`src/sv/b64e_pkg.sv`:
```
// Package with the shared types, constants and the character map of the base64 encoder.
package b64e_pkg;

    localparam int unsigned ByteW   = 8;
    localparam int unsigned CharW   = 7;
    localparam int unsigned SextetW = 6;
    localparam int unsigned QDepth  = 2;
    localparam int unsigned QPtrW   = $clog2(QDepth);
    localparam int unsigned QCntW   = $clog2(QDepth + 1);

    localparam logic [CharW-1:0] PadChar   = 7'd61;
    localparam logic [CharW-1:0] PlusChar  = 7'd43;
    localparam logic [CharW-1:0] SlashChar = 7'd47;

    typedef enum logic [1:0] {
        CHAR_FIRST  = 2'd0,
        CHAR_SECOND = 2'd1,
        CHAR_THIRD  = 2'd2,
        CHAR_FOURTH = 2'd3
    } char_pos_t;

    typedef enum logic [1:0] {
        HELD_NONE = 2'd0,
        HELD_ONE  = 2'd1,
        HELD_TWO  = 2'd2,
        HELD_BAD  = 2'd3
    } held_cnt_t;

    typedef struct packed {
        logic [ByteW-1:0] data_byte;
        logic             end_of_message;
    } byte_item_t;

    typedef struct packed {
        logic [CharW-1:0] char_out;
        logic             last;
    } char_item_t;

    typedef struct packed {
        logic [ByteW-1:0] b0;
        logic [ByteW-1:0] b1;
        logic [ByteW-1:0] b2;
        logic             has_b1;
        logic             has_b2;
        logic             eom;
    } group_t;

    typedef struct packed {
        logic full;
        logic empty;
    } q_status_t;

    function automatic logic [CharW-1:0] b64_char(input logic [SextetW-1:0] v);
        logic [CharW-1:0] res;
        logic [CharW-1:0] vx;
        vx = {1'b0, v};
        if (v < 6'd26)
        begin
            res = 7'd65 + vx;
        end
        else if (v < 6'd52)
        begin
            res = 7'd71 + vx;
        end
        else if (v < 6'd62)
        begin
            res = vx - 7'd4;
        end
        else if (v == 6'd62)
        begin
            res = PlusChar;
        end
        else
        begin
            res = SlashChar;
        end
        return res;
    endfunction

endpackage

```
`src/sv/b64e_front.sv`:
```
// Front part: accepts source bytes, holds partial groups and hands finished groups to the queue.
module b64e_front (
    input  logic                clk,
    input  logic                rst_n,
    input  logic                byte_valid,
    output logic                byte_stall,
    input  b64e_pkg::byte_item_t byte_item,
    input  b64e_pkg::q_status_t q_status,
    output logic                push,
    output b64e_pkg::group_t    push_group
);
    import b64e_pkg::*;

    logic [ByteW-1:0] held0_reg, held0_next;
    logic [ByteW-1:0] held1_reg, held1_next;
    held_cnt_t        count_reg, count_next;
    held_cnt_t        count_eff;
    logic             take;

    assign byte_stall = q_status.full;
    assign take       = byte_valid && !q_status.full;
    assign count_eff  = (count_reg == HELD_BAD) ? HELD_NONE : count_reg;

    always_comb
    begin
        push_group = '0;
        push       = 1'b0;
        held0_next = held0_reg;
        held1_next = held1_reg;
        count_next = count_reg;
        unique case (count_eff)
            HELD_NONE:
            begin
                push_group.b0 = byte_item.data_byte;
            end
            HELD_ONE:
            begin
                push_group.b0     = held0_reg;
                push_group.b1     = byte_item.data_byte;
                push_group.has_b1 = 1'b1;
            end
            default:
            begin
                push_group.b0     = held0_reg;
                push_group.b1     = held1_reg;
                push_group.b2     = byte_item.data_byte;
                push_group.has_b1 = 1'b1;
                push_group.has_b2 = 1'b1;
            end
        endcase
        push_group.eom = byte_item.end_of_message;
        if (take)
        begin
            if (byte_item.end_of_message || count_eff == HELD_TWO)
            begin
                push       = 1'b1;
                count_next = HELD_NONE;
            end
            else if (count_eff == HELD_NONE)
            begin
                held0_next = byte_item.data_byte;
                count_next = HELD_ONE;
            end
            else
            begin
                held1_next = byte_item.data_byte;
                count_next = HELD_TWO;
            end
        end
    end

    always_ff @(posedge clk or negedge rst_n)
    begin
        if (!rst_n)
        begin
            count_reg <= HELD_NONE;
        end
        else
        begin
            count_reg <= count_next;
        end
    end

    always_ff @(posedge clk)
    begin
        held0_reg <= held0_next;
        held1_reg <= held1_next;
    end

endmodule

```
`src/sv/b64e_queue.sv`:
```
// Short group queue between the front and back parts.
module b64e_queue (
    input  logic                clk,
    input  logic                rst_n,
    input  logic                push,
    input  b64e_pkg::group_t    push_group,
    input  logic                pop,
    output b64e_pkg::group_t    head_group,
    output b64e_pkg::q_status_t q_status
);
    import b64e_pkg::*;

    group_t           entry_reg [QDepth];
    logic [QPtrW-1:0] wr_ptr_reg, wr_ptr_next;
    logic [QPtrW-1:0] rd_ptr_reg, rd_ptr_next;
    logic [QCntW-1:0] count_reg, count_next;

    assign q_status.full  = (count_reg == QCntW'(QDepth));
    assign q_status.empty = (count_reg == '0);
    assign head_group     = entry_reg[rd_ptr_reg];

    always_comb
    begin
        wr_ptr_next = push ? wr_ptr_reg + 1'b1 : wr_ptr_reg;
        rd_ptr_next = pop ? rd_ptr_reg + 1'b1 : rd_ptr_reg;
        count_next  = count_reg + QCntW'(push) - QCntW'(pop);
    end

    always_ff @(posedge clk or negedge rst_n)
    begin
        if (!rst_n)
        begin
            wr_ptr_reg <= '0;
            rd_ptr_reg <= '0;
            count_reg  <= '0;
        end
        else
        begin
            wr_ptr_reg <= wr_ptr_next;
            rd_ptr_reg <= rd_ptr_next;
            count_reg  <= count_next;
        end
    end

    always_ff @(posedge clk)
    begin
        if (push)
        begin
            entry_reg[wr_ptr_reg] <= push_group;
        end
    end

    a_no_overflow: assert property (@(posedge clk) disable iff (!rst_n)
        push |-> (!q_status.full || pop))
        else $error("Queue written while full.");

    a_no_underflow: assert property (@(posedge clk) disable iff (!rst_n)
        pop |-> !q_status.empty)
        else $error("Queue read while empty.");

    a_count_bound: assert property (@(posedge clk) disable iff (!rst_n)
        count_reg <= QCntW'(QDepth))
        else $error("Queue fill count out of range.");

endmodule

```
`src/sv/b64e_back.sv`:
```
// Back part: turns one queued group into four characters on the output register.
module b64e_back (
    input  logic                 clk,
    input  logic                 rst_n,
    input  b64e_pkg::group_t     head_group,
    input  b64e_pkg::q_status_t  q_status,
    output logic                 pop,
    output logic                 char_valid,
    input  logic                 char_stall,
    output b64e_pkg::char_item_t char_item
);
    import b64e_pkg::*;

    char_pos_t        pos_reg, pos_next;
    logic             valid_reg, valid_next;
    char_item_t       out_reg, out_next;
    logic             advance;
    logic [ByteW-1:0] b1;
    logic [ByteW-1:0] b2;
    logic [SextetW-1:0] sx;
    logic             pad;

    assign advance    = !valid_reg || !char_stall;
    assign char_valid = valid_reg;
    assign char_item  = out_reg;
    assign b1         = head_group.has_b1 ? head_group.b1 : '0;
    assign b2         = head_group.has_b2 ? head_group.b2 : '0;

    always_comb
    begin
        pad = 1'b0;
        unique case (pos_reg)
            CHAR_FIRST:  sx = head_group.b0[7:2];
            CHAR_SECOND: sx = {head_group.b0[1:0], b1[7:4]};
            CHAR_THIRD:
            begin
                sx  = {b1[3:0], b2[7:6]};
                pad = !head_group.has_b1;
            end
            default:
            begin
                sx  = b2[5:0];
                pad = !head_group.has_b2;
            end
        endcase
        pos_next   = pos_reg;
        valid_next = valid_reg;
        out_next   = out_reg;
        pop        = 1'b0;
        if (advance)
        begin
            valid_next = !q_status.empty;
            if (!q_status.empty)
            begin
                out_next.char_out = pad ? PadChar : b64_char(sx);
                out_next.last     = (pos_reg == CHAR_FOURTH) && head_group.eom;
                pos_next          = char_pos_t'(pos_reg + 2'd1);
                pop               = (pos_reg == CHAR_FOURTH);
            end
        end
    end

    always_ff @(posedge clk or negedge rst_n)
    begin
        if (!rst_n)
        begin
            pos_reg   <= CHAR_FIRST;
            valid_reg <= 1'b0;
        end
        else
        begin
            pos_reg   <= pos_next;
            valid_reg <= valid_next;
        end
    end

    always_ff @(posedge clk)
    begin
        out_reg <= out_next;
    end

    a_last_ends_group: assert property (@(posedge clk) disable iff (!rst_n)
        (valid_reg && out_reg.last) |-> (pos_reg == CHAR_FIRST))
        else $error("Last flag shown in the middle of a group.");

    a_group_held: assert property (@(posedge clk) disable iff (!rst_n)
        (pos_reg != CHAR_FIRST) |-> !q_status.empty)
        else $error("Group left the queue before all characters were sent.");

    a_pad_position: assert property (@(posedge clk) disable iff (!rst_n)
        (valid_reg && out_reg.char_out == PadChar)
            |-> (pos_reg == CHAR_FOURTH || pos_reg == CHAR_FIRST))
        else $error("Pad character outside the tail of a group.");

endmodule

```
`src/sv/base64_encoder_core.sv`:
```
// Top level of the streaming base64 encoder with padding.
// A byte that closes a group is written into the group queue; its first character then goes to the output register.
// Throughput: one character per cycle from the back part while a group is queued and the output is not stalled.
// The input takes one byte per cycle until the two-entry group queue is full.
// Reset is asynchronous and active low; it empties the held group, the queue and the output.
module base64_encoder_core (
    input  logic                 clk,
    input  logic                 rst_n,
    input  logic                 byte_valid,
    output logic                 byte_stall,
    input  b64e_pkg::byte_item_t byte_item,
    output logic                 char_valid,
    input  logic                 char_stall,
    output b64e_pkg::char_item_t char_item
);
    import b64e_pkg::*;

    q_status_t q_status;
    group_t    push_group;
    group_t    head_group;
    logic      push;
    logic      pop;

    b64e_front u_front (
        .clk        (clk),
        .rst_n      (rst_n),
        .byte_valid (byte_valid),
        .byte_stall (byte_stall),
        .byte_item  (byte_item),
        .q_status   (q_status),
        .push       (push),
        .push_group (push_group)
    );

    b64e_queue u_queue (
        .clk        (clk),
        .rst_n      (rst_n),
        .push       (push),
        .push_group (push_group),
        .pop        (pop),
        .head_group (head_group),
        .q_status   (q_status)
    );

    b64e_back u_back (
        .clk        (clk),
        .rst_n      (rst_n),
        .head_group (head_group),
        .q_status   (q_status),
        .pop        (pop),
        .char_valid (char_valid),
        .char_stall (char_stall),
        .char_item  (char_item)
    );

endmodule

```
`config.mk`:
```
export PLATFORM = sky130hd
export DESIGN_NAME = base64_encoder_core
export DESIGN_NICKNAME = d
export VERILOG_FILES = /design/src/sv/b64e_pkg.sv /design/src/sv/b64e_front.sv /design/src/sv/b64e_queue.sv /design/src/sv/b64e_back.sv /design/src/sv/base64_encoder_core.sv
export SDC_FILE = /design/constraint.sdc
export NUM_CORES = 1
export LEC_CHECK = 0
export BUFFER_PORTS_ARGS = -buffer_cell sky130_fd_sc_hd__buf_2
export CELL_PAD_IN_SITES_DETAIL_PLACEMENT = 1
export CELL_PAD_IN_SITES_GLOBAL_PLACEMENT = 2
export CORE_ASPECT_RATIO = 0.7
export CORE_MARGIN = 5
export CORE_UTILIZATION = 30
export DETAILED_ROUTE_END_ITERATION = 16
export GPL_TIMING_DRIVEN = 1
export MAX_ROUTING_LAYER = met4
export PLACE_DENSITY_LB_ADDON = 0.1
export RECOVER_POWER = 25
export SYNTH_ARGS = -nofsm -noshare
export SYNTH_HDL_FRONTEND = slang
export SYNTH_SLANG_ARGS = --single-unit
```
`constraint.sdc`:
```
create_clock -name clk -period 3.1 [get_ports clk]
set_input_delay 0.31 -clock clk [delete_from_list [all_inputs] [get_ports clk]]
set_output_delay 0.31 -clock clk [all_outputs]
set_load 0.05 [all_outputs]
```
==> results of run 1 <==
## worst max-delay path, delay by kind of cell, from the launching register on
| kind | cells | cell delay (ps) |
|---|---|---|
| AND/OR/NAND/NOR | 1 | 60 |
| flip-flops | 1 | 370 |
| multiplexers | 1 | 350 |
| buffers and inverters | 2 | 320 |
| adder cells (fa/ha/maj) | 1 | 200 |
| AO/OA/AOI/OAI | 6 | 1420 |
## power by group
group          internal [W]  switching, W  total (W)
sequential          0.00177      0.000119    0.00189
clock              0.000712      0.000462    0.00117
combinational       0.00113       0.00174    0.00287
total               0.00361       0.00232    0.00593
## worst max path at each step
stage	end	slack [ps]	cells after the start
floorplan	u_back.char_item[6]	350	12
global placement	u_back.char_item[4]	150	10
detailed placement	u_back.char_item[4]	10	10
CTS	u_back.char_item[3]	10	9
global route	u_back.char_item[6]	-10	10
finish	u_back.char_item[6]	130	11
## logic make-up (layout without fill, tap and decap cells)
family                   after synthesis  in the layout  synth area share (%)
flip-flops                            87             87                  64.1
XOR/XNOR                               5              5                  1.09
AND/OR/NAND/NOR                       55             55                  7.81
multiplexers                          17             17                  5.00
AO/OA/AOI/OAI                         63             64                  13.3
buffers and inverters                 27             82                  3.75
adder cells (fa/ha/maj)               16             16                  5.00
## metrics by stage
step | util, % | TNS (ps) | std cells | hold slack, ps
CTS | 36.2 | 0 | 486 | 174
detailed placement | 33.7 | 0 | 469 | 195
floorplan | - | 0 | 270 | 14.4
finish | 36.5 | 0 | 492 | 191
global route | 36.5 | -21.1 | 492 | 223
global placement | 33.7 | 0 | 469 | 189
## Yosys cell counts, drive strengths merged, types with 7 or more instances
| library cell | count |
|---|---|
| nor2 | 10 |
| a21oi | 7 |
| ha | 16 |
| nand2 | 8 |
| inv | 12 |
| dfrtp | 9 |
| edfxtp | 78 |
| a22o | 10 |
| buf | 8 |
| and2 | 13 |
| mux2 | 15 |
## per-layer routing
metal  wire length (um)  GRT usage (%)  vias up
li1                   -              -     1153
met1               5210           20.1     1192
met2               3930           17.1       34
met3                330           3.17        8
met4                102           3.16        0
met5                  0              -        -
## final cells by class
| cell class | count | area (um2) |
|---|---|---|
| clock buffers | 10 | 229 |
| fillers | 1395 | 8350 |
| clock inverters | 6 | 93.8 |
| flip-flops and latches | 87 | 2570 |
| well taps | 166 | 208 |
| multi-input cells | 157 | 1330 |
| inverters | 14 | 53.8 |
| repair buffers | 52 | 310 |
## what timing repair did
item | CTS | global route
buffers inserted | 0 | 5
endpoints found under the hold margin | 9 | 0
gates resized for setup | 0 | 3
endpoints found under the setup margin | 0 | 5
hold buffers | 1 | 0
==> flow_summary.json, run 1 <==
{
  "status": "complete, no violations",
  "cp_data_required_time_ps": 3190,
  "via_count": 2387,
  "cts.clk_slew.worst_paths_ps": 60,
  "area_delta_synth_final_pct": 19.5,
  "finalCritPeriodShare_pct": 95.8,
  "antenna_cells": 0,
  "ys_ff_latch": 87,
  "yosysSeqAreaShare_pct": 64.1,
  "rows": 35,
  "die-width_um": 148,
  "final_cell_mix": "edfxtp_1, buf_4, clkbuf_1, ha_1, inv_1",
  "ys_types": 59,
  "synth_top_cell_area_share_pct": 58.4,
  "grt_pass1_vias": 2484,
  "worstSetupPathType": "reg -> reg",
  "drive_gt1_share_pct": 23.0,
  "yosysWarnings": 0,
  "cts_made_buffers": 9,
  "period_minus_slack_ps": 2970,
  "cp_cell_sequence": "buf_6 -> mux2_2 -> a22oi_2 -> nor2_1 -> o31a_1 -> buf_4 -> ha_1 -> o211ai_1 -> o211ai_4 -> a31o_1 -> a211o_1",
  "worst_r2r_path_depth": 11,
  "syn_nets": 299,
  "hold_path.class": "in -> reg",
  "drc": 0,
  "synth_edf_count": 78,
  "fmax_mhz": 337,
  "final_common_cell": "edfxtp_1",
  "rrSetupSlack_ps": 130,
  "yosys.area.top_type": "edfxtp_1",
  "p_per_area_nw_per_um2": 1240,
  "portBuffers": 22,
  "grt_usage_pct": 13.1,
  "grt_max_degree": 28,
  "viasPerCell": 4.85,
  "synthTopCellsByArea": "edfxtp_1, dfrtp_1, ha_1",
  "crit-reg2reg-launch": "u_queue.rd_ptr_reg",
  "wl_per_cell_um": 19.5,
  "final_max_slew_viol_count": 0,
  "ant_nets": 0,
  "grt_pass1_wl_mm": 15.0,
  "io_pins": 23,
  "hold_violations": 0,
  "min_to": "u_back.char_valid",
  "drtIter0Drc": 136,
  "grt_antenna_before_repair": 0,
  "cp-start-kind": "flip-flop",
  "holdPathStages": 3,
  "synth_area_per_cell_um2": 14.8,
  "tightest_slew_ps": 902,
  "hpwl_mm": 6.94,
  "async_flop_share_pct": 10.3,
  "cp-end-kind": "flip-flop",
  "syn_area_um2": 4010,
  "p_total_w": 0.00593,
  "clk_path_buf_depth": 2,
  "yosys_most_used_dff": "edfxtp_1",
  "worstHoldStart": "char_stall",
  "final.setup_skew_ps": 9.95,
  "core_region_area_um2": 13100,
  "cts.sinks": 87,
  "critPathLaunch": "u_queue.rd_ptr_reg",
  "total_leakage_power_nw": 1.75,
  "post_dp_cell_area_um2": 4430,
  "nets": 350,
  "critPathMaxFanout": 10,
  "largest_register_ffs": 54,
  "drtPass1Iterations": 4,
  "root_buffer": "clkbuf_16",
  "grt-ovfl-total": 0,
  "relSlewSlack_pct": 39.9,
  "cts.htree.levels": 3,
  "critPathArrivalTime_ps": 3060,
  "setup_ws_ps": 129,
  "die-area_um2": 15800,
  "place.gp.congestion": 0.750,
  "max-cap-violations": 0,
  "r2r_end": "u_back.char_item[6]",
  "start_util_pct": 30.5,
  "totalWireLength_mm": 9.57,
  "fp.dieH_um": 107,
  "dp_slack_ps": 12.9,
  "peakVddDrop_mv": 0.552,
  "slowest_delay_ps": 370,
  "final_area_um2": 4790,
  "setup_viol": 0,
  "cpMaxStageDelayCell": "dfrtp_1",
  "synth_cells": 270,
  "cts_tree": "built",
  "insertion_delay_ps": 340
}
(Power assumes the default switching activity.)
==> run 2: changes to the inputs <==
Clock period 3.1 ns to 3.25 ns, I/O delays scaled along.
==> flow_summary.json, run 2 (synthesized netlist as in run 1, its figures left out) <==
{
  "setup_tns_ps": 0,
  "largest_register_ffs": 54,
  "drive_gt1_share_pct": 20.1,
  "cp-end-kind": "flip-flop",
  "cts.clk_slew.worst_paths_ps": 60,
  "cts_made_buffers": 9,
  "die-area_um2": 15800,
  "core_region_area_um2": 13100,
  "cts_tree": "built",
  "grt_max_degree": 28,
  "grt-ovfl-total": 0,
  "worstPathBufferInverterCount": 2,
  "peakVddDrop_mv": 0.431,
  "worstSetupPathType": "reg -> reg",
  "grt_setup_unrepaired": "false",
  "multi_input_area_um2": 1310,
  "fill_cells": 1379,
  "fp.dieH_um": 107,
  "root_buffer": "clkbuf_16",
  "cpMaxStageDelayCell": "dfrtp_2",
  "critPathArrivalTime_ps": 3120,
  "via_count": 2386,
  "wl_per_cell_um": 19.6,
  "drc": 0,
  "hold_violations": 0,
  "cp_data_required_time_ps": 3320,
  "setup_viol": 0,
  "hpwl_mm": 6.87,
  "area_delta_synth_final_pct": 16.2,
  "nets": 342,
  "cp-start-kind": "flip-flop",
  "totalWireLength_mm": 9.49,
  "start_util_pct": 30.5,
  "p_per_area_nw_per_um2": 1140,
  "p_clk_share_pct": 17.5,
  "p_total_w": 0.00531,
  "pwr-share-comb_pct": 48.0,
  "post_cts_buffers": 0,
  "viasPerCell": 4.93,
  "die-width_um": 148,
  "intPower_w": 0.00318,
  "slowest_delay_ps": 540,
  "seq_power_share_pct": 34.5,
  "grt_usage_pct": 13.2,
  "fmax_mhz": 327,
  "antenna_cells": 0,
  "cp_cell_sequence": "buf_4 -> nor2b_4 -> a21oi_1 -> o21ai_1 -> nand2_2 -> buf_4 -> ha_1 -> or3_1 -> nand2_1 -> o221a_1 -> o221ai_1",
  "grt_pass1_vias": 2532,
  "relSlewSlack_pct": 48.1,
  "regArea_um2": 2570,
  "drtPass1Iterations": 4,
  "tightest_slew_ps": 777,
  "drtIter0Drc": 128,
  "hold_path.class": "in -> reg",
  "max-cap-violations": 0,
  "critPathMaxFanout": 12,
  "portBuffers": 22,
  "power.switching_w": 0.00213,
  "cts.sinks": 87,
  "total_leakage_power_nw": 1.67,
  "final.setup_skew_ps": 4.38,
  "clk_path_buf_depth": 2,
  "path_delay_family": "simple AND/OR/NAND/NOR gates",
  "io_pins": 23,
  "grt_pass1_wl_mm": 15.1,
  "finalCritPeriodShare_pct": 94.0,
  "status": "complete, no violations",
  "final_common_cell": "edfxtp_1",
  "place.gp.congestion": 0.757,
  "cts.htree.levels": 3,
  "cpMostUsedCell": "buf_4",
  "final_cell_mix": "edfxtp_1, clkbuf_1, buf_4, ha_1",
  "period_minus_slack_ps": 3050,
  "rows": 35,
  "grt_antenna_before_repair": 0,
  "switching_share_pct": 40.1,
  "final_max_slew_viol_count": 0,
  "ant_nets": 0,
  "insertion_delay_ps": 330
}
==> run 2: cell types whose count changed in the layout (fill, tap and decap cells not counted), sizes merged <==
| cell | before | now |
|---|---|---|
| clkbuf | 31 | 32 |
| clkinvlp | 1 | 0 |
| o211ai | 5 | 4 |
| bufinv | 2 | 0 |
| clkinv | 4 | 7 |
| buf | 30 | 22 |
==> run 2: repair_timing <==
action                     4_1_cts  5_1_grt
gates resized for setup          1        2
hold buffers                     1        0
setup endpoints to repair        1        3
gates cloned                     0        0
hold endpoints to repair         9        0
==> run 2: final cells by class <==
type,instances,share of cell area [%]
clock buffer,10,4.92
clock inverter,6,0.752
inverter,14,1.16
multi-input combinational,156,28.1
sequential,87,55.2
tap,166,4.46
timing repair buffer,45,5.43
==> run 2: metal layers <==
layer	vias to the layer above	track usage (%)	wire, um
li1	1135	-	-
met4	0	3.16	106
met3	10	3.30	399
met2	37	17.8	3890
met1	1204	19.7	5090
met5	-	-	0
==> run 2: power by group through the flow <==
stage          clock network (W)  logic [W]  registers (W)
5_1_grt                  0.00102    0.00282        0.00187
4_1_cts                 0.000962    0.00262        0.00184
3_3_place_gp                   0    0.00262        0.00184
2_1_floorplan                  0    0.00168        0.00199
3_5_place_dp                   0    0.00261        0.00186
6_report                0.000929    0.00255        0.00183
==> run 2: worst min-delay path, cell delays in order <==
cell and delay [ps]:
buf_2 90, nand2_1 40, nand2_1 50
==> run 2: through the flow <==
stage | util, % | hold slack [ps] | instance area (um2) | std cells | setup slack (ps)
after global placement | 33.6 | 204 | 4410 | 467 | 32.1
after global routing | 35.4 | 199 | 4660 | 484 | 19.4
after floorplan | - | 29.4 | 4010 | 270 | 500
final | 35.4 | 201 | 4660 | 484 | 195
after detailed placement | 33.6 | 199 | 4410 | 467 | -25.8
after CTS | 35.7 | 192 | 4690 | 484 | 114
==> run 2: path summary, 6_finish.rpt <==
path | start | end | slack (ps) | cells after the start
worst max register to register | u_queue.rd_ptr_reg | u_back.char_item[4] | 200 | 11
worst min-delay path | char_stall | u_back.char_valid | 200 | 3
worst max-delay path | u_queue.rd_ptr_reg | u_back.char_item[4] | 200 | 11
max in group asynchronous | rst_n | u_queue.rd_ptr_reg | 2370 | 2
min in group asynchronous | rst_n | u_front.count_reg[0] | 490 | 2
worst min register to register | u_queue.count_reg[1] | u_queue.count_reg[1] | 490 | 1
==> run 3: changes to the inputs <==
Settings changed: CELL_PAD_IN_SITES_DETAIL_PLACEMENT 1 to 0, CELL_PAD_IN_SITES_GLOBAL_PLACEMENT 2 to 1.
==> flow_summary.json, run 3 (synthesized netlist as in run 1, its figures left out) <==
{
  "grt_antenna_before_repair": 0,
  "final_cell_mix": "edfxtp_1, clkbuf_1, buf_4, ha_1, inv_1",
  "finalCritPeriodShare_pct": 94.6,
  "relSlewSlack_pct": 49.7,
  "drc": 0,
  "cts_tree": "built",
  "wl_per_cell_um": 18.7,
  "crit-reg2reg-launch": "u_queue.rd_ptr_reg",
  "core_region_area_um2": 13100,
  "min_to": "u_back.char_valid",
  "hpwl_mm": 6.49,
  "total_leakage_power_nw": 1.67,
  "drtPass1Iterations": 4,
  "cts.clk_slew.worst_paths_ps": 70,
  "clk_path_buf_depth": 2,
  "via_count": 2337,
  "critPathArrivalTime_ps": 3170,
  "grt-ovfl-total": 0,
  "rows": 35,
  "worstHoldStart": "char_stall",
  "hold_path.class": "in -> reg",
  "setup_viol": 0,
  "place.gp.congestion": 0.755,
  "die-area_um2": 15800,
  "grt_setup_unrepaired": "false",
  "cp_data_required_time_ps": 3340,
  "root_buffer": "clkbuf_16",
  "drive_gt1_share_pct": 20.9,
  "final_common_cell": "edfxtp_1",
  "p_per_area_nw_per_um2": 1140,
  "cp-end-kind": "flip-flop",
  "io_pins": 23,
  "fmax_mhz": 325,
  "start_util_pct": 30.5,
  "cts.sinks": 87,
  "fill_cells": 1287,
  "slowest_delay_ps": 610,
  "grt_usage_pct": 12.1,
  "final.setup_skew_ps": 5.45,
  "fp.dieH_um": 107,
  "worst_r2r_path_depth": 12,
  "critPathMaxFanout": 11,
  "portBuffers": 22,
  "period_minus_slack_ps": 3070,
  "cp_cell_sequence": "mux2_2 -> a22oi_2 -> nor2_1 -> o31a_1 -> buf_4 -> ha_1 -> o211ai_1 -> o211ai_4 -> buf_4 -> a21oi_1 -> a21oi_1 -> o21a_1",
  "largest_register_ffs": 54,
  "drtIter0Drc": 215,
  "nets": 340,
  "grt_pass1_wl_mm": 14.1,
  "max-cap-violations": 0,
  "rrSetupSlack_ps": 180,
  "r2r_end": "u_back.char_item[2]",
  "hold_violations": 0,
  "area_delta_synth_final_pct": 16.3,
  "cpMaxStageDelayCell": "dfrtp_1",
  "tightest_slew_ps": 753,
  "die-width_um": 148,
  "grt_pass1_vias": 2389,
  "cts_made_buffers": 9,
  "viasPerCell": 4.85,
  "grt_max_degree": 28,
  "cts.htree.levels": 3,
  "status": "complete, no violations",
  "antenna_cells": 0,
  "p_total_w": 0.00532,
  "peakVddDrop_mv": 0.380,
  "insertion_delay_ps": 330,
  "totalWireLength_mm": 9.03,
  "setup_tns_ps": 0,
  "holdPathStages": 3,
  "worstSetupPathType": "reg -> reg",
  "final_max_slew_viol_count": 0,
  "cp-start-kind": "flip-flop",
  "ant_nets": 0
}
==> run 3: changes by cell type in the layout (fill, tap and decap cells not counted), sizes merged <==
cell      previous run  this run
clkinvlp             0         2
clkinv               7         4
clkbuf              32        29
inv                 13        15
==> run 3: metal layers <==
metal	global-route usage, %	up-vias	routed length [um]
met2	16.8	41	3760
li1	-	1127	-
met1	18.1	1163	4910
met3	2.96	6	288
met5	-	-	0
met4	2.37	0	71
==> run 3: how the worst max path moves through the flow <==
stage	slack, ps	depth (start not counted)	from	endpoint
2_1_floorplan	500	12	u_queue.rd_ptr_reg	u_back.char_item[6]
3_3_place_gp	170	10	u_queue.rd_ptr_reg	u_back.char_item[6]
3_5_place_dp	170	10	u_queue.rd_ptr_reg	u_back.char_item[6]
4_1_cts	150	10	u_queue.rd_ptr_reg	u_back.char_item[6]
5_1_grt	40	12	u_queue.rd_ptr_reg	u_back.char_item[2]
6_report	180	12	u_queue.rd_ptr_reg	u_back.char_item[2]
==> run 3: layout make-up <==
type,count,area [um2],area share (%)
Clock buffer,9,225,4.83
Clock inverter,7,53.8,1.15
Inverter,14,53.8,1.15
Multi-Input combinational cell,156,1310,28.1
Sequential cell,87,2570,55.1
Tap cell,166,208,4.46
Timing Repair Buffer,43,243,5.21
==> run 3: per-stage QoR <==
step	setup slack [ps]	area (um2)	utilization [%]	cells	hold slack [ps]
floorplan	500	4010	-	270	29.4
global placement	166	4390	33.4	464	207
detailed placement	175	4390	33.4	464	212
CTS	154	4680	35.6	481	194
global route	35.1	4660	35.5	482	223
finish	176	4660	35.5	482	213
==> run 3: report_power, final <==
group | internal [W] | switching, W | total (W)
combinational | 0.000970 | 0.00157 | 0.00254
sequential | 0.00169 | 0.000126 | 0.00181
clock | 0.000526 | 0.000442 | 0.000968
total | 0.00318 | 0.00214 | 0.00532
==> run 3: worst max-delay path, delay by kind of cell, from the launching register on <==
family / cells / cell delay [ps]
AOI/OAI and AO/OA: 7 / 1220
adders and majority gates: 1 / 210
buffers and inverters: 2 / 350
DFF: 1 / 610
muxes: 1 / 400
and+or+nand+nor: 1 / 70
==> run 3: repair_timing <==
action	4_1_cts	5_1_grt
endpoints found under the hold margin	9	0
endpoints found under the setup margin	0	4
setup buffers	0	1
gates resized for setup	0	2
hold buffers	1	0
